## src/rtl/flac_subframe_predictor_unit_assert.svh

```systemverilog
// Assertion macros shared by the predictor RTL.
// Both expect i_clk and i_rst_n in the scope where they are used.
`ifndef FLAC_SUBFRAME_PREDICTOR_UNIT_ASSERT_SVH
`define FLAC_SUBFRAME_PREDICTOR_UNIT_ASSERT_SVH

// A condition that holds at every clock edge outside reset.
`define FLSP_ASSERT_HOLD(lbl, cond) \
    lbl: assert property (@(posedge i_clk) disable iff (!i_rst_n) (cond)) \
        else $error("flsp assertion failed");

// A condition that must hold in the cycle after a trigger.
`define FLSP_ASSERT_NEXT(lbl, ante, cons) \
    lbl: assert property (@(posedge i_clk) disable iff (!i_rst_n) (ante) |=> (cons)) \
        else $error("flsp assertion failed");

`endif

```

## src/rtl/flsp_pkg.sv

```systemverilog
`timescale 1ns / 1ps
`default_nettype none

package flsp_pkg;

    // Sizes of the history and coefficient stores.
    localparam int unsigned MAX_ORDER  = 32;
    localparam int unsigned COEF_BITS  = 16;
    localparam int unsigned HIST_AW    = $clog2(MAX_ORDER);
    localparam int unsigned HIST_DEPTH = 2 ** HIST_AW;
    localparam int unsigned K_W        = HIST_AW + 1;
    localparam int unsigned FIXED_MAX  = 4;

    // Field widths of the items and registers.
    localparam int unsigned ACTION_W   = 2;
    localparam int unsigned CIDX_W     = 5;
    localparam int unsigned COEF_W     = 16;
    localparam int unsigned SAMPLE_W   = 32;
    localparam int unsigned ORD_W      = 6;
    localparam int unsigned SHIFT_W    = 4;
    localparam int unsigned CFG_IDX_W  = 2;
    localparam int unsigned CFG_DATA_W = 6;
    localparam int unsigned PROD_W     = SAMPLE_W + COEF_W;
    localparam int unsigned ACC_W      = 64;

    // Predictor modes.
    localparam logic MODE_FIXED = 1'b0;
    localparam logic MODE_LPC   = 1'b1;

    // Input item actions.
    typedef enum logic [ACTION_W-1:0] {
        ACT_COEF  = 2'd0,
        ACT_WARM  = 2'd1,
        ACT_RESID = 2'd2
    } t_action;

    // Configuration register indexes.
    typedef enum logic [CFG_IDX_W-1:0] {
        CFG_MODE  = 2'd0,
        CFG_ORDER = 2'd1,
        CFG_SHIFT = 2'd2
    } t_cfg_reg;

    // Sequencer states.
    typedef enum logic [1:0] {
        ST_IDLE,
        ST_MAC,
        ST_FINISH,
        ST_DONE
    } t_state;

    typedef struct packed {
        logic               mode;
        logic [ORD_W-1:0]   order;
        logic [SHIFT_W-1:0] shift;
    } t_cfg;

    // Tap control, aligned with the read data of both memories.
    typedef struct packed {
        logic                     clear;
        logic                     tap_v;
        logic                     hist_ok;
        logic                     use_fixed;
        logic signed [COEF_W-1:0] fcoef;
    } t_mac_ctl;

    typedef struct packed {
        logic                    busy;
        logic signed [ACC_W-1:0] acc;
    } t_mac_sts;

    // Binomial coefficients of the fixed predictors, tap k of order ord.
    function automatic logic signed [COEF_W-1:0] fixed_coef(input logic [2:0] ord,
                                                          input logic [1:0] k);
        logic signed [COEF_W-1:0] c;
        c = '0;
        case ({ord, k})
            5'b001_00: c = COEF_W'(1);
            5'b010_00: c = COEF_W'(2);
            5'b010_01: c = COEF_W'(-1);
            5'b011_00: c = COEF_W'(3);
            5'b011_01: c = COEF_W'(-3);
            5'b011_10: c = COEF_W'(1);
            5'b100_00: c = COEF_W'(4);
            5'b100_01: c = COEF_W'(-6);
            5'b100_10: c = COEF_W'(4);
            5'b100_11: c = COEF_W'(-1);
            default:   c = '0;
        endcase
        return c;
    endfunction

endpackage

`default_nettype wire

```

## src/rtl/flsp_ifs.sv

```systemverilog
`timescale 1ns / 1ps
`default_nettype none

// Input item channel.
interface flsp_in_if;
    logic                                 valid;
    logic                                 ready;
    logic [flsp_pkg::ACTION_W-1:0]        action;
    logic [flsp_pkg::CIDX_W-1:0]          coef_index;
    logic signed [flsp_pkg::COEF_W-1:0]   coef_value;
    logic signed [flsp_pkg::SAMPLE_W-1:0] sample_value;
    logic                                 last_in;

    modport source (output valid, action, coef_index, coef_value, sample_value, last_in,
                    input ready);
    modport sink (input valid, action, coef_index, coef_value, sample_value, last_in,
                  output ready);
endinterface

// Result item channel.
interface flsp_out_if;
    logic                                 valid;
    logic                                 ready;
    logic signed [flsp_pkg::SAMPLE_W-1:0] sample;
    logic                                 last_out;

    modport source (output valid, sample, last_out, input ready);
    modport sink (input valid, sample, last_out, output ready);
endinterface

// Configuration write channel.
interface flsp_cfg_if;
    logic                            valid;
    logic                            ready;
    logic [flsp_pkg::CFG_IDX_W-1:0]  index;
    logic [flsp_pkg::CFG_DATA_W-1:0] data;

    modport source (output valid, index, data, input ready);
    modport sink (input valid, index, data, output ready);
endinterface

`default_nettype wire

```

## src/rtl/flsp_ram.sv

```systemverilog
`timescale 1ns / 1ps
`default_nettype none

// Simple dual-port memory: one write port, one read port, registered read.
module flsp_ram #(
    parameter int unsigned WIDTH = 32,
    parameter int unsigned DEPTH = 32,
    localparam int unsigned AW = $clog2(DEPTH)
) (
    input  logic             i_clk,
    input  logic             i_we,
    input  logic [AW-1:0]    i_waddr,
    input  logic [WIDTH-1:0] i_wdata,
    input  logic [AW-1:0]    i_raddr,
    output logic [WIDTH-1:0] o_rdata
);

    logic [WIDTH-1:0] r_mem [DEPTH];
    logic [WIDTH-1:0] r_rdata;

    always_ff @(posedge i_clk) begin
        if (i_we) begin
            r_mem[i_waddr] <= i_wdata;
        end
        r_rdata <= r_mem[i_raddr];
    end

    assign o_rdata = r_rdata;

endmodule

`default_nettype wire

```

## src/rtl/flsp_mac.sv

```systemverilog
`timescale 1ns / 1ps
`default_nettype none

// Multiply-accumulate pipeline: one history tap times one coefficient per cycle.
module flsp_mac (
    input  logic                             i_clk,
    input  logic                             i_rst_n,
    input  flsp_pkg::t_mac_ctl               i_ctl,
    input  logic [flsp_pkg::SAMPLE_W-1:0]    i_hist_data,
    input  logic [flsp_pkg::COEF_W-1:0]      i_coef_data,
    output flsp_pkg::t_mac_sts               o_sts
);

    logic signed [flsp_pkg::SAMPLE_W-1:0] hist_op;
    logic signed [flsp_pkg::COEF_W-1:0]   coef_op;
    logic signed [flsp_pkg::PROD_W-1:0]   r_prod;
    logic                                 r_prod_v;
    logic signed [flsp_pkg::ACC_W-1:0]    r_acc;

    // History slots never written since reset read as zero.
    assign hist_op = i_ctl.hist_ok ? i_hist_data : '0;
    assign coef_op = i_ctl.use_fixed ? i_ctl.fcoef : i_coef_data;

    // Product stage valid.
    always_ff @(posedge i_clk) begin
        if (!i_rst_n) begin
            r_prod_v <= 1'b0;
        end else begin
            r_prod_v <= i_ctl.tap_v;
        end
    end

    // Product register and 64-bit accumulator.
    always_ff @(posedge i_clk) begin
        if (i_ctl.tap_v) begin
            r_prod <= hist_op * coef_op;
        end
        if (i_ctl.clear) begin
            r_acc <= '0;
        end else if (r_prod_v) begin
            r_acc <= r_acc + flsp_pkg::ACC_W'(r_prod);
        end
    end

    assign o_sts.busy = r_prod_v;
    assign o_sts.acc  = r_acc;

endmodule

`default_nettype wire

```

## src/rtl/flsp_ctrl.sv

```systemverilog
`timescale 1ns / 1ps
`default_nettype none
`include "flac_subframe_predictor_unit_assert.svh"

// Item sequencer: memory addressing, tap issue, result write-back and output register.
module flsp_ctrl (
    input  logic                                i_clk,
    input  logic                                i_rst_n,
    flsp_in_if.sink                             i_in,
    flsp_out_if.source                          o_out,
    input  flsp_pkg::t_cfg                      i_cfg,
    output logic                                o_hist_we,
    output logic [flsp_pkg::HIST_AW-1:0]        o_hist_waddr,
    output logic [flsp_pkg::SAMPLE_W-1:0]       o_hist_wdata,
    output logic [flsp_pkg::HIST_AW-1:0]        o_hist_raddr,
    output logic                                o_coef_we,
    output logic [flsp_pkg::HIST_AW-1:0]        o_coef_waddr,
    output logic [flsp_pkg::COEF_W-1:0]         o_coef_wdata,
    output logic [flsp_pkg::HIST_AW-1:0]        o_coef_raddr,
    output flsp_pkg::t_mac_ctl                  o_mac_ctl,
    input  flsp_pkg::t_mac_sts                  i_mac_sts
);

    flsp_pkg::t_state                        r_state;
    flsp_pkg::t_state                        n_state;
    logic [flsp_pkg::HIST_AW-1:0]            r_head;
    logic [flsp_pkg::HIST_DEPTH-1:0]         r_hvalid;
    logic [flsp_pkg::K_W-1:0]                r_k;
    logic [flsp_pkg::K_W-1:0]                r_ord;
    logic                                    r_fixed;
    logic                                    r_tap_v;
    logic                                    r_tap_hv;
    logic signed [flsp_pkg::COEF_W-1:0]      r_tap_fc;
    logic signed [flsp_pkg::SAMPLE_W-1:0]    r_sv;
    logic                                    r_last;
    logic [flsp_pkg::SAMPLE_W-1:0]           r_result;
    logic                                    r_out_valid;
    logic [flsp_pkg::SAMPLE_W-1:0]           r_out_sample;
    logic                                    r_out_last;

    logic                                    accept;
    logic                                    out_free;
    logic                                    issue;
    logic                                    load_out;
    logic [flsp_pkg::HIST_AW-1:0]            hist_raddr;
    logic [flsp_pkg::HIST_AW-1:0]            wr_addr;
    logic [flsp_pkg::K_W-1:0]                ord_clamped;
    logic signed [flsp_pkg::ACC_W-1:0]       acc_shifted;
    logic [flsp_pkg::SAMPLE_W-1:0]           fin_result;

    // Handshake and tap issue.
    assign i_in.ready = (r_state == flsp_pkg::ST_IDLE);
    assign accept     = i_in.valid && (r_state == flsp_pkg::ST_IDLE);
    assign out_free   = !r_out_valid || o_out.ready;
    assign issue      = (r_state == flsp_pkg::ST_MAC) && (r_k < r_ord);

    // Circular history: newest sample at r_head, tap k at r_head - k.
    assign hist_raddr = r_head - r_k[flsp_pkg::HIST_AW-1:0];
    assign wr_addr    = r_head + flsp_pkg::HIST_AW'(1);

    // Order clamp per mode.
    always_comb begin
        if (i_cfg.mode == flsp_pkg::MODE_FIXED) begin
            ord_clamped = (i_cfg.order > flsp_pkg::ORD_W'(flsp_pkg::FIXED_MAX))
                        ? flsp_pkg::K_W'(flsp_pkg::FIXED_MAX)
                        : flsp_pkg::K_W'(i_cfg.order);
        end else begin
            ord_clamped = (i_cfg.order > flsp_pkg::ORD_W'(flsp_pkg::MAX_ORDER))
                        ? flsp_pkg::K_W'(flsp_pkg::MAX_ORDER)
                        : flsp_pkg::K_W'(i_cfg.order);
        end
    end

    // Final prediction: the LPC sum is shifted, the fixed sum is used as is;
    // the residual is added, wrapping at the sample width.
    assign acc_shifted = r_fixed ? i_mac_sts.acc : (i_mac_sts.acc >>> i_cfg.shift);
    assign fin_result  = acc_shifted[flsp_pkg::SAMPLE_W-1:0] + r_sv;

    // Next state.
    always_comb begin
        n_state  = r_state;
        load_out = 1'b0;
        case (r_state)
            flsp_pkg::ST_IDLE: begin
                if (accept) begin
                    case (i_in.action)
                        flsp_pkg::ACT_WARM:  n_state = flsp_pkg::ST_DONE;
                        flsp_pkg::ACT_RESID: n_state = flsp_pkg::ST_MAC;
                        default:             n_state = flsp_pkg::ST_IDLE;
                    endcase
                end
            end
            flsp_pkg::ST_MAC: begin
                if (!issue && !r_tap_v && !i_mac_sts.busy) begin
                    n_state = flsp_pkg::ST_FINISH;
                end
            end
            flsp_pkg::ST_FINISH: begin
                n_state = flsp_pkg::ST_DONE;
            end
            flsp_pkg::ST_DONE: begin
                if (out_free) begin
                    load_out = 1'b1;
                    n_state  = flsp_pkg::ST_IDLE;
                end
            end
            default: begin
                n_state = flsp_pkg::ST_IDLE;
            end
        endcase
    end

    // Control registers.
    always_ff @(posedge i_clk) begin
        if (!i_rst_n) begin
            r_state     <= flsp_pkg::ST_IDLE;
            r_head      <= '0;
            r_hvalid    <= '0;
            r_k         <= '0;
            r_ord       <= '0;
            r_tap_v     <= 1'b0;
            r_out_valid <= 1'b0;
        end else begin
            r_state <= n_state;
            r_tap_v <= issue;
            if (load_out) begin
                r_head           <= wr_addr;
                r_hvalid[wr_addr] <= 1'b1;
            end
            if (accept) begin
                r_k   <= '0;
                r_ord <= ord_clamped;
            end else if (issue) begin
                r_k <= r_k + flsp_pkg::K_W'(1);
            end
            if (load_out) begin
                r_out_valid <= 1'b1;
            end else if (o_out.ready) begin
                r_out_valid <= 1'b0;
            end
        end
    end

    // Payload registers.
    always_ff @(posedge i_clk) begin
        if (accept) begin
            r_sv    <= i_in.sample_value;
            r_last  <= i_in.last_in;
            r_fixed <= (i_cfg.mode == flsp_pkg::MODE_FIXED);
        end
        if (accept && (i_in.action == flsp_pkg::ACT_WARM)) begin
            r_result <= i_in.sample_value;
        end else if (r_state == flsp_pkg::ST_FINISH) begin
            r_result <= fin_result;
        end
        r_tap_hv <= r_hvalid[hist_raddr];
        r_tap_fc <= flsp_pkg::fixed_coef(r_ord[2:0], r_k[1:0]);
        if (load_out) begin
            r_out_sample <= r_result;
            r_out_last   <= r_last;
        end
    end

    // Memory ports.
    assign o_hist_we    = load_out;
    assign o_hist_waddr = wr_addr;
    assign o_hist_wdata = r_result;
    assign o_hist_raddr = hist_raddr;
    assign o_coef_we    = accept && (i_in.action == flsp_pkg::ACT_COEF)
                        && (32'(i_in.coef_index) < flsp_pkg::MAX_ORDER);
    assign o_coef_waddr = i_in.coef_index[flsp_pkg::HIST_AW-1:0];
    assign o_coef_wdata = flsp_pkg::COEF_W'($signed(i_in.coef_value[flsp_pkg::COEF_BITS-1:0]));
    assign o_coef_raddr = r_k[flsp_pkg::HIST_AW-1:0];

    // Tap control toward the multiply-accumulate pipeline.
    always_comb begin
        o_mac_ctl.clear     = accept && (i_in.action == flsp_pkg::ACT_RESID);
        o_mac_ctl.tap_v     = r_tap_v;
        o_mac_ctl.hist_ok   = r_tap_hv;
        o_mac_ctl.use_fixed = r_fixed;
        o_mac_ctl.fcoef     = r_tap_fc;
    end

    // Output register.
    assign o_out.valid    = r_out_valid;
    assign o_out.sample   = r_out_sample;
    assign o_out.last_out = r_out_last;

    // Checks on the sequencing.
    `FLSP_ASSERT_HOLD(a_k_bound, r_k <= r_ord)
    `FLSP_ASSERT_HOLD(a_tap_in_mac, !r_tap_v || (r_state == flsp_pkg::ST_MAC))
    `FLSP_ASSERT_HOLD(a_finish_drained, (r_state != flsp_pkg::ST_FINISH) || !i_mac_sts.busy)
    `FLSP_ASSERT_HOLD(a_no_read_on_write, !(o_hist_we && issue))
    `FLSP_ASSERT_NEXT(a_write_shows, o_hist_we, o_out.valid)

endmodule

`default_nettype wire

```

## src/rtl/flac_subframe_predictor_unit.sv

```systemverilog
// Channel   Direction  Payload
// i_in      sink       action, coef_index, coef_value, sample_value, last_in
// o_out     source     sample, last_out
// i_cfg     sink       index, data (0 mode, 1 order, 2 quant shift)
//
// Coefficient and warm-up items issue no taps. A residual item issues one tap per cycle,
// up to its order (clamped to 4 in fixed mode and to 32 in LPC mode), through each
// memory's single read port. Reset clears the control state, the configuration and the
// history valid bits; there is no clearing pass. The result sits in an output register,
// so the next item is accepted while it waits; an item finishing while that register
// is full holds.
`timescale 1ns / 1ps
`default_nettype none

module flac_subframe_predictor_unit (
    input  logic        i_clk,
    input  logic        i_rst_n,
    flsp_in_if.sink     i_in,
    flsp_out_if.source  o_out,
    flsp_cfg_if.sink    i_cfg
);

    flsp_pkg::t_cfg                   r_cfg;
    logic                             hist_we;
    logic [flsp_pkg::HIST_AW-1:0]     hist_waddr;
    logic [flsp_pkg::SAMPLE_W-1:0]    hist_wdata;
    logic [flsp_pkg::HIST_AW-1:0]     hist_raddr;
    logic [flsp_pkg::SAMPLE_W-1:0]    hist_rdata;
    logic                             coef_we;
    logic [flsp_pkg::HIST_AW-1:0]     coef_waddr;
    logic [flsp_pkg::COEF_W-1:0]      coef_wdata;
    logic [flsp_pkg::HIST_AW-1:0]     coef_raddr;
    logic [flsp_pkg::COEF_W-1:0]      coef_rdata;
    flsp_pkg::t_mac_ctl               mac_ctl;
    flsp_pkg::t_mac_sts               mac_sts;

    // Configuration registers; writes beyond the list are dropped.
    assign i_cfg.ready = 1'b1;

    always_ff @(posedge i_clk) begin
        if (!i_rst_n) begin
            r_cfg <= '0;
        end else if (i_cfg.valid) begin
            case (i_cfg.index)
                flsp_pkg::CFG_MODE:  r_cfg.mode  <= i_cfg.data[0];
                flsp_pkg::CFG_ORDER: r_cfg.order <= i_cfg.data[flsp_pkg::ORD_W-1:0];
                flsp_pkg::CFG_SHIFT: r_cfg.shift <= i_cfg.data[flsp_pkg::SHIFT_W-1:0];
                default:             r_cfg       <= r_cfg;
            endcase
        end
    end

    // History memory, used as a circular buffer.
    flsp_ram #(
        .WIDTH (flsp_pkg::SAMPLE_W),
        .DEPTH (flsp_pkg::HIST_DEPTH)
    ) u_hist_ram (
        .i_clk   (i_clk),
        .i_we    (hist_we),
        .i_waddr (hist_waddr),
        .i_wdata (hist_wdata),
        .i_raddr (hist_raddr),
        .o_rdata (hist_rdata)
    );

    // Coefficient memory.
    flsp_ram #(
        .WIDTH (flsp_pkg::COEF_W),
        .DEPTH (flsp_pkg::MAX_ORDER)
    ) u_coef_ram (
        .i_clk   (i_clk),
        .i_we    (coef_we),
        .i_waddr (coef_waddr),
        .i_wdata (coef_wdata),
        .i_raddr (coef_raddr),
        .o_rdata (coef_rdata)
    );

    // Sequencer.
    flsp_ctrl u_ctrl (
        .i_clk        (i_clk),
        .i_rst_n      (i_rst_n),
        .i_in         (i_in),
        .o_out        (o_out),
        .i_cfg        (r_cfg),
        .o_hist_we    (hist_we),
        .o_hist_waddr (hist_waddr),
        .o_hist_wdata (hist_wdata),
        .o_hist_raddr (hist_raddr),
        .o_coef_we    (coef_we),
        .o_coef_waddr (coef_waddr),
        .o_coef_wdata (coef_wdata),
        .o_coef_raddr (coef_raddr),
        .o_mac_ctl    (mac_ctl),
        .i_mac_sts    (mac_sts)
    );

    // Multiply-accumulate pipeline.
    flsp_mac u_mac (
        .i_clk       (i_clk),
        .i_rst_n     (i_rst_n),
        .i_ctl       (mac_ctl),
        .i_hist_data (hist_rdata),
        .i_coef_data (coef_rdata),
        .o_sts       (mac_sts)
    );

endmodule

`default_nettype wire

```

## src/flat_wrapper.sv

```systemverilog
// flat-port wrapper written by rule: the top's interface ports become plain ports
module flac_subframe_predictor_unit_flat 
  (i_clk, i_rst_n, i_in_valid, i_in_action, i_in_coef_index, i_in_coef_value, i_in_sample_value, i_in_last_in, i_in_ready, o_out_valid, o_out_sample, o_out_last_out, o_out_ready, i_cfg_valid, i_cfg_index, i_cfg_data, i_cfg_ready);
  flsp_in_if i_in_i ();
  flsp_out_if o_out_i ();
  flsp_cfg_if i_cfg_i ();
  input  logic i_clk;
  input  logic i_rst_n;
  input wire logic [$bits(i_in_i.valid)-1:0] i_in_valid;
  input wire logic [$bits(i_in_i.action)-1:0] i_in_action;
  input wire logic [$bits(i_in_i.coef_index)-1:0] i_in_coef_index;
  input wire logic [$bits(i_in_i.coef_value)-1:0] i_in_coef_value;
  input wire logic [$bits(i_in_i.sample_value)-1:0] i_in_sample_value;
  input wire logic [$bits(i_in_i.last_in)-1:0] i_in_last_in;
  output wire logic [$bits(i_in_i.ready)-1:0] i_in_ready;
  output wire logic [$bits(o_out_i.valid)-1:0] o_out_valid;
  output wire logic [$bits(o_out_i.sample)-1:0] o_out_sample;
  output wire logic [$bits(o_out_i.last_out)-1:0] o_out_last_out;
  input wire logic [$bits(o_out_i.ready)-1:0] o_out_ready;
  input wire logic [$bits(i_cfg_i.valid)-1:0] i_cfg_valid;
  input wire logic [$bits(i_cfg_i.index)-1:0] i_cfg_index;
  input wire logic [$bits(i_cfg_i.data)-1:0] i_cfg_data;
  output wire logic [$bits(i_cfg_i.ready)-1:0] i_cfg_ready;
  assign i_in_i.valid = i_in_valid;
  assign i_in_i.action = i_in_action;
  assign i_in_i.coef_index = i_in_coef_index;
  assign i_in_i.coef_value = i_in_coef_value;
  assign i_in_i.sample_value = i_in_sample_value;
  assign i_in_i.last_in = i_in_last_in;
  assign i_in_ready = i_in_i.ready;
  assign o_out_valid = o_out_i.valid;
  assign o_out_sample = o_out_i.sample;
  assign o_out_last_out = o_out_i.last_out;
  assign o_out_i.ready = o_out_ready;
  assign i_cfg_i.valid = i_cfg_valid;
  assign i_cfg_i.index = i_cfg_index;
  assign i_cfg_i.data = i_cfg_data;
  assign i_cfg_ready = i_cfg_i.ready;
  flac_subframe_predictor_unit u_core (.i_clk(i_clk), .i_rst_n(i_rst_n), .i_in(i_in_i), .o_out(o_out_i), .i_cfg(i_cfg_i));
endmodule
```

## config.mk

```make
export PLATFORM = sky130hd
export DESIGN_NAME = flac_subframe_predictor_unit_flat
export DESIGN_NICKNAME = d
export VERILOG_FILES = /design/src/rtl/flsp_pkg.sv /design/src/rtl/flsp_ifs.sv /design/src/rtl/flsp_ram.sv /design/src/rtl/flsp_mac.sv /design/src/rtl/flsp_ctrl.sv /design/src/rtl/flac_subframe_predictor_unit.sv /design/src/flat_wrapper.sv
export VERILOG_INCLUDE_DIRS = /design/src /design/src/rtl
export SDC_FILE = /design/constraint.sdc
export NUM_CORES = 2
export LEC_CHECK = 0
export ABC_AREA = 1
export BUFFER_PORTS_ARGS = -buffer_cell sky130_fd_sc_hd__buf_2
export CAP_MARGIN = 20
export CORE_UTILIZATION = 35
export CTS_BUF_LIST = sky130_fd_sc_hd__clkbuf_16
export CTS_CLUSTER_DIAMETER = 60
export DETAILED_ROUTE_END_ITERATION = 10
export PLACE_DENSITY = 0.48
export SYNTH_ARGS = -nofsm -noshare
export SYNTH_HDL_FRONTEND = slang
export SYNTH_SLANG_ARGS = --single-unit
```

## constraint.sdc

```tcl
create_clock -name i_clk -period 6.9 [get_ports i_clk]
set_clock_uncertainty 0.15 [all_clocks]
set_input_delay 0.345 -clock i_clk [delete_from_list [all_inputs] [get_ports i_clk]]
set_output_delay 0.345 -clock i_clk [all_outputs]
set_load 0.05 [all_outputs]
```

Word level (Yosys, flattened, before mapping)

Memories as Yosys holds them, arrays and structs flattened. A register that Yosys moved wholly into a read port is not among the register bits.
Cells that the tools add are included.

Register bits: 277
Bits in writable memories: 1536
Bits in read-only memories: 512
Bits of input ports: 69
Output and inout port bits: 36
Word-level logic and storage cells: 97
Memories kept: 3

Memories:

| memory                  | depth | bits a word | rd ports | clocked after Yosys merged registers in | wr ports | RTL line       | text |
|---|---|---|---|---|---|---|---|
| u_core.u_hist_ram.r_mem | 32    | 32          | 1        | 1                                       | 1        | flsp_ram.sv:18 | `logic [WIDTH-1:0] r_mem [DEPTH];` |
| (name not given)        | 32    | 16          | 1        | 1                                       | 0        | flsp_pkg.sv:77 | `case ({ord, k})` |
| u_core.u_coef_ram.r_mem | 32    | 16          | 1        | 1                                       | 1        | flsp_ram.sv:18 |  |

Add/subtract/negate cells: 5
$mul: 1
Order comparisons: 6
Equal/unequal tests: 10
Shift operators: 1
Muxes and demuxes: 25
Bitwise gates (word level): 3
Reduce and logical (&&, ||, !) cells: 23

Operator list:

| kind                                                       | number |
|---|---|
| two-way mux 32 bit                                         | 4 |
| adder 64 x 48 -> 64 bit                                    | 1 |
| >>> shifter 64 x 4 -> 32 bit                               | 1 |
| multiplier 32 x 16 -> 48 bit                               | 1 |
| adder 32 bit                                               | 1 |
| OR 32 bit                                                  | 1 |
| two-way mux 6 bit                                          | 3 |
| two-way mux 16 bit                                         | 1 |
| less-than comparator 5 x 6 -> 1 bit, second input constant | 2 |
| two-way mux 1 bit                                          | 10 |
| equality test 2 bit, second input constant                 | 4 |
| logical AND 1 bit                                          | 8 |
| case mux 2 bit (4 select lines)                            | 1 |
| adder 6 x 1 -> 6 bit, second input constant                | 1 |
| equality test 2 x 1 -> 1 bit, second input constant        | 3 |
| > comparator 6 x 3 -> 1 bit, second input constant         | 1 |
| > comparator 6 bit, second input constant                  | 1 |
| zero test 2 bit                                            | 3 |
| less-than comparator 6 bit                                 | 1 |
| two-way mux 2 bit                                          | 3 |
| AND reduction 2 bit                                        | 3 |
| adder 5 x 1 -> 5 bit, second input constant                | 1 |
| binary-select mux 1 bit (select 5 bit)                     | 1 |
| demux 1 bit (select 5 bit)                                 | 1 |
| 11 further kinds                                           | 17 |

Longest topological paths before layout

Depth after elaboration: 7
Mapped depth: 33
Depth with buffers taken out: 29

Modules after synthesis

From an unflattened synthesis, not the netlist that was laid out.

Cell total of the unflattened synthesis: 10637
Area, all modules: 102200.5 um^2

By module, submodules not included:

| module                        | times used | cells an instance | area each (um^2) | seq. area each (um^2) |
|---|---|---|---|---|
| flsp_ram at u_core.u_hist_ram | 1          | 3536              | 42405.7          | 31390.1 |
| flsp_mac                      | 1          | 3803              | 27393.8          | 2742.6 |
| flsp_ram at u_core.u_coef_ram | 1          | 1794              | 21301.7          | 15695.1 |
| flsp_ctrl                     | 1          | 1429              | 10617.7          | 4134.0 |
| flac_subframe_predictor_unit  | 1          | 75                | 481.7            | 220.2 |

Least setup slack after synthesis

Ideal clock, no wire load.

Kind: register -> register
Start point: register u_core.u_ctrl.r_fixed
End point: register u_core.u_mac.r_prod[40] (netlist bit) (data pin)
Setup time: 260 ps
Arrival time: 5964 ps
Data required time: 6490 ps
Path slack: 526 ps
Cell stages (with the launch flop): 24
Buffers on the path: 4
Clock period less this slack: 6374 ps
Cell sequence: edfxtp_1 > buf_4 > inv_2 > buf_4 > buf_2 > a21oi_1 > buf_2 > nor2_1 > fa_1 > fa_1 > inv_1 > fa_1 > inv_1 > fa_1 > fa_1 > fa_1 > ha_1 > nand2_1 > nor2_1 > inv_1 > nor4_1 > nand3_1 > nand3_1 > xor2_1

Longest elaborated chain between the ends: 2

RTL lines:

| what                         | RTL line         | text |
|---|---|---|
| start, declared              | flsp_ctrl.sv:30  | `logic r_fixed;` |
| start signal, assigned       | flsp_ctrl.sv:149 | `r_fixed <= (i_cfg.mode == flsp_pkg::MODE_FIXED);` |
| two-way mux 16 bit           | flsp_mac.sv:22   | `assign coef_op = i_ctl.use_fixed ? i_ctl.fcoef : i_coef_data;` |
| multiplier 32 x 16 -> 48 bit | flsp_mac.sv:36   | `r_prod <= hist_op * coef_op;` |
| end signal, assigned         | flsp_mac.sv:36   |  |
| end, declared                | flsp_mac.sv:16   | `logic signed [flsp_pkg::PROD_W-1:0] r_prod;` |

Every way passes these cells.
A chain may end at the register's enable or synchronous reset.

Worst setup path after layout

Start point: register u_core.u_ctrl.r_fixed
End point: register u_core.u_mac.r_prod[21] (netlist bit) (data pin)

Same word-level chain as after synthesis.

==> metrics.cfg <==
[floorplanning]
die_h_um=526.8
row_count=192
ios=105
die-area_um2=277500
initial_core_util_pct=35.23
coreArea_um2=273600
die_w_um=526.8

[critical_path]
cp_slowest_cell=fa_1
timing.critical_path.mode_cell=fa_1
cp_num_buf_inv=9
crit_chain=inv_2 > buf_6 > buf_4 > a21oi_4 > buf_12 > inv_1 > nand2_1 > fa_1 > fa_1 > inv_1 > fa_1 > fa_1 > fa_1 > inv_1 > fa_1 > inv_1 > ha_1 > nand2_1 > nor2_1 > inv_1 > o21ai_1 > nand2_1 > nand3_1 > nand2_1
crit_path_end_kind=register
required_ps=7340
ff2ff_path_depth=24
crit_path_max_fanout=30
r2r-start=u_core.u_ctrl.r_fixed$_DFFE_PP_
r2r_setup_slack_ps=220
cp.arrival_ps=7120
slowest_delay_ps=580
path_class=register to register
cp-start-kind=register
crit_family=adder cells
r2r-end=u_core.u_mac.r_prod[21]$_DFFE_PP_

[timing]
relSlewSlack_pct=21.73
fmax_mhz=149.8
maxSlewViolCount=0
min_period_ps=6677
setup_viol=0
finalHoldViolations=0
tightest_slew_ps=1171
post-route-period-util_pct=96.76

[route]
routed_wl_um=329300
drt_iter0_markers=6757
drt-wirelength-per-cell_um=24.94
drc=0
ant_nets=0
firstDrtPassIters=6
via_count=70190
routed_via_density=5.315

[finish]
fillers=26360
final_common_cell=edfxtp_1
layout.nets=10190
final_cell_area_um2=110700
post-route-util_pct=40.47
seq_area_um2=53820
multi_input_comb_area_um2=37030
drive_above_1_share_pct=9.222
instances_no_fill=13210
final_cell_mix=edfxtp_1, nor2_1, nand2_1
area_growth_pct=14.88

[synth]
synth_xor_area_share_pct=0.6971
yosysUniqueCellTypes=56
avgSynthCellArea_um2=10.55
yosys.area_share.simple_pct=12.46
synthAdderAreaFrac_pct=12.80
synth_cells=9135
synth_seq_cells=1847
yosysSeqAreaShare_pct=55.83
synthArstFlopShare_pct=0
synth-compound-area-share_pct=11.89
synthMuxAreaShare_pct=0.1246
yosysWarnings=0
ys.flop_type=edfxtp_1
synth_top_family_by_area=adder cells
synth-edff-count=1682
syn_area_um2=96390
syn-num-nets=9900

[placed_design]
portBuffers=103
dp.cells=12720
gp_congestion=0.9483
post_dp_cell_area_um2=102900
dp_hpwl_um=215200

[global_route]
first_global_vias=69860
grt_usage_pct=23.32
overflow=0
grt_max_degree=231
grt_first_pass_wirelength_um=477700
antenna_found_initial=27

[clock_tree]
clk_path_buf_depth=4
cts-root-buf=clkbuf_16
h-tree-depth=4
clk_pin_slew_ps=60
clock_latency_ps=900
cts_tree=yes
cts_sinks=1847
cts_made_buffers=215

[hold_path]
hp-start=i_in_coef_index[4]
whs_path_depth=4
min_to=u_core.u_coef_ram.r_mem[18][6]$_DFFE_PP_
hp-class=primary input to register

[power_and_ir_drop]
leakagePower_nw=41.89
vdd_drop_max_mv=0.4523
p_total_mw=37.24
powerDensity_nw_per_um2=336.3

[run]
cap_violations=0

[run_status]
status=complete, no violations

cell families (layout without fill, tap and decap cells):
family | after synthesis | count (layout)
AND/OR/NAND/NOR | 3035 | 3035
AO/OA/AOI/OAI | 1940 | 1940
flip-flops | 1847 | 1847
buffers and inverters | 1529 | 2001
adder cells (fa/ha/maj) | 696 | 696
XOR/XNOR | 75 | 75
multiplexers | 12 | 12
other | 1 | 10
sequential cells by signal, summed over array words and instances, names as in the netlist, 16 cells and up:
name	flops
u_core.u_ctrl.r_hvalid	32
u_core.u_coef_ram.o_rdata	16
u_core.u_mac.r_acc	47
u_core.u_mac.r_prod	47
u_core.u_hist_ram.o_rdata	32
u_core.u_ctrl.o_hist_wdata	32
u_core.u_ctrl.o_out.sample	32
u_core.u_hist_ram.r_mem	1024
u_core.u_coef_ram.r_mem	512
u_core.u_ctrl.r_sv	32
report_power, final:
part,switching (mW),internal (mW)
logic,8.62,3.55
registers,0.501,13.4
clock network,4.74,6.44
total,13.9,23.4
cells in the mapped netlist, types with 6 or more instances:
cell type  instances  area (um^2)
o22ai_1           98        613.1
nand4_1           41        256.5
a21o_1            11        82.58
a21oi_2            6        52.55
nor3_1            38        190.2
o21bai_1          52        390.4
or2_2             12        75.07
nand2_1         1196         4489
buf_1             27        101.4
a31oi_1           51        319.1
fa_1             483         9669
xor2_1            47        411.6
nor2_1          1443         5416
buf_4             10        75.07
o21a_1             7        52.55
a21oi_1          302         1511
o21ai_0         1004         5025
inv_1           1041         3908
clkbuf_1         275         1032
inv_2             14        52.55
o21ai_1           29        145.1
clkinv_1          21        78.83
xnor2_1           26        227.7
dfxtp_1          165         3303
nand3b_1           6        45.04
o31ai_1           29        217.7
ha_1             213         2665
o211ai_1          28        210.2
o31ai_2            7        87.58
a22oi_1            9        67.56
mux2i_1           12        120.1
o221ai_1         291         2549
nand3_1          276         1381
edfxtp_1        1682        50510
buf_2            136        680.7
metrics by stage:
stage	setup slack, ps	setup TNS, ps	hold WS [ps]
2_1_floorplan	525.8	0	250.3
3_3_place_gp	-334.7	-334.7	259.1
3_5_place_dp	-186.3	-235.5	262.4
4_1_cts	5.379	0	10.46
5_1_grt	-7.400	-7.400	77.62
6_report	223.4	0	68.56
routing by layer:
metal | GRT usage, % | vias up | wire [um]
li1 | - | 31960 | -
met1 | 32.21 | 35520 | 145800
met2 | 37.90 | 2247 | 153200
met3 | 3.209 | 453 | 20030
met4 | 7.137 | 8 | 10200
met5 | 0 | - | 55
what timing repair did:
item / in CTS / in global routing
endpoints found under the setup margin: 2 / 18
pin swaps: 0 / 3
buffers inserted: 1 / 0
gates resized for setup: 4 / 33
hold endpoints to repair: 671 / 0
hold buffers: 80 / 0
worst max-delay path by stage:
| stage | endpoint | slack, ps | depth (start not counted) | from |
|---|---|---|---|---|
| final | u_core.u_mac.r_prod[21]$_DFFE_PP_ | 220 | 24 | u_core.u_ctrl.r_fixed$_DFFE_PP_ |
| after global routing | u_core.u_mac.r_prod[40]$_DFFE_PP_ | -7 | 27 | u_core.u_ctrl.r_fixed$_DFFE_PP_ |
| after CTS | u_core.u_mac.r_prod[40]$_DFFE_PP_ | 5 | 25 | u_core.u_ctrl.r_fixed$_DFFE_PP_ |
| after detailed placement | u_core.u_mac.r_prod[40]$_DFFE_PP_ | -190 | 25 | u_core.u_ctrl.r_fixed$_DFFE_PP_ |
| after global placement | u_core.u_mac.r_prod[40]$_DFFE_PP_ | -330 | 23 | u_core.u_ctrl.r_fixed$_DFFE_PP_ |
| after floorplan | u_core.u_mac.r_prod[40]$_DFFE_PP_ | 530 | 23 | u_core.u_ctrl.r_fixed$_DFFE_PP_ |
tightest hold or removal path, stage by stage:
cell and delay [ps]:
buf_2 150, nand3_1 150, nor2_1 60, buf_4 220
layout make-up:
| class | instances | area share, % |
|---|---|---|
| Timing Repair Buffer | 529 | 3.950 |
| Clock inverter | 176 | 1.282 |
| Inverter | 1077 | 3.696 |
| Clock buffer | 219 | 4.949 |
| Tap cell | 3589 | 4.055 |
| Multi-Input combinational cell | 5759 | 33.44 |
| Sequential cell | 1847 | 48.61 |
| Antenna cell | 9 | 0.02034 |
Note: power is estimated with default switching activity, not from simulation.
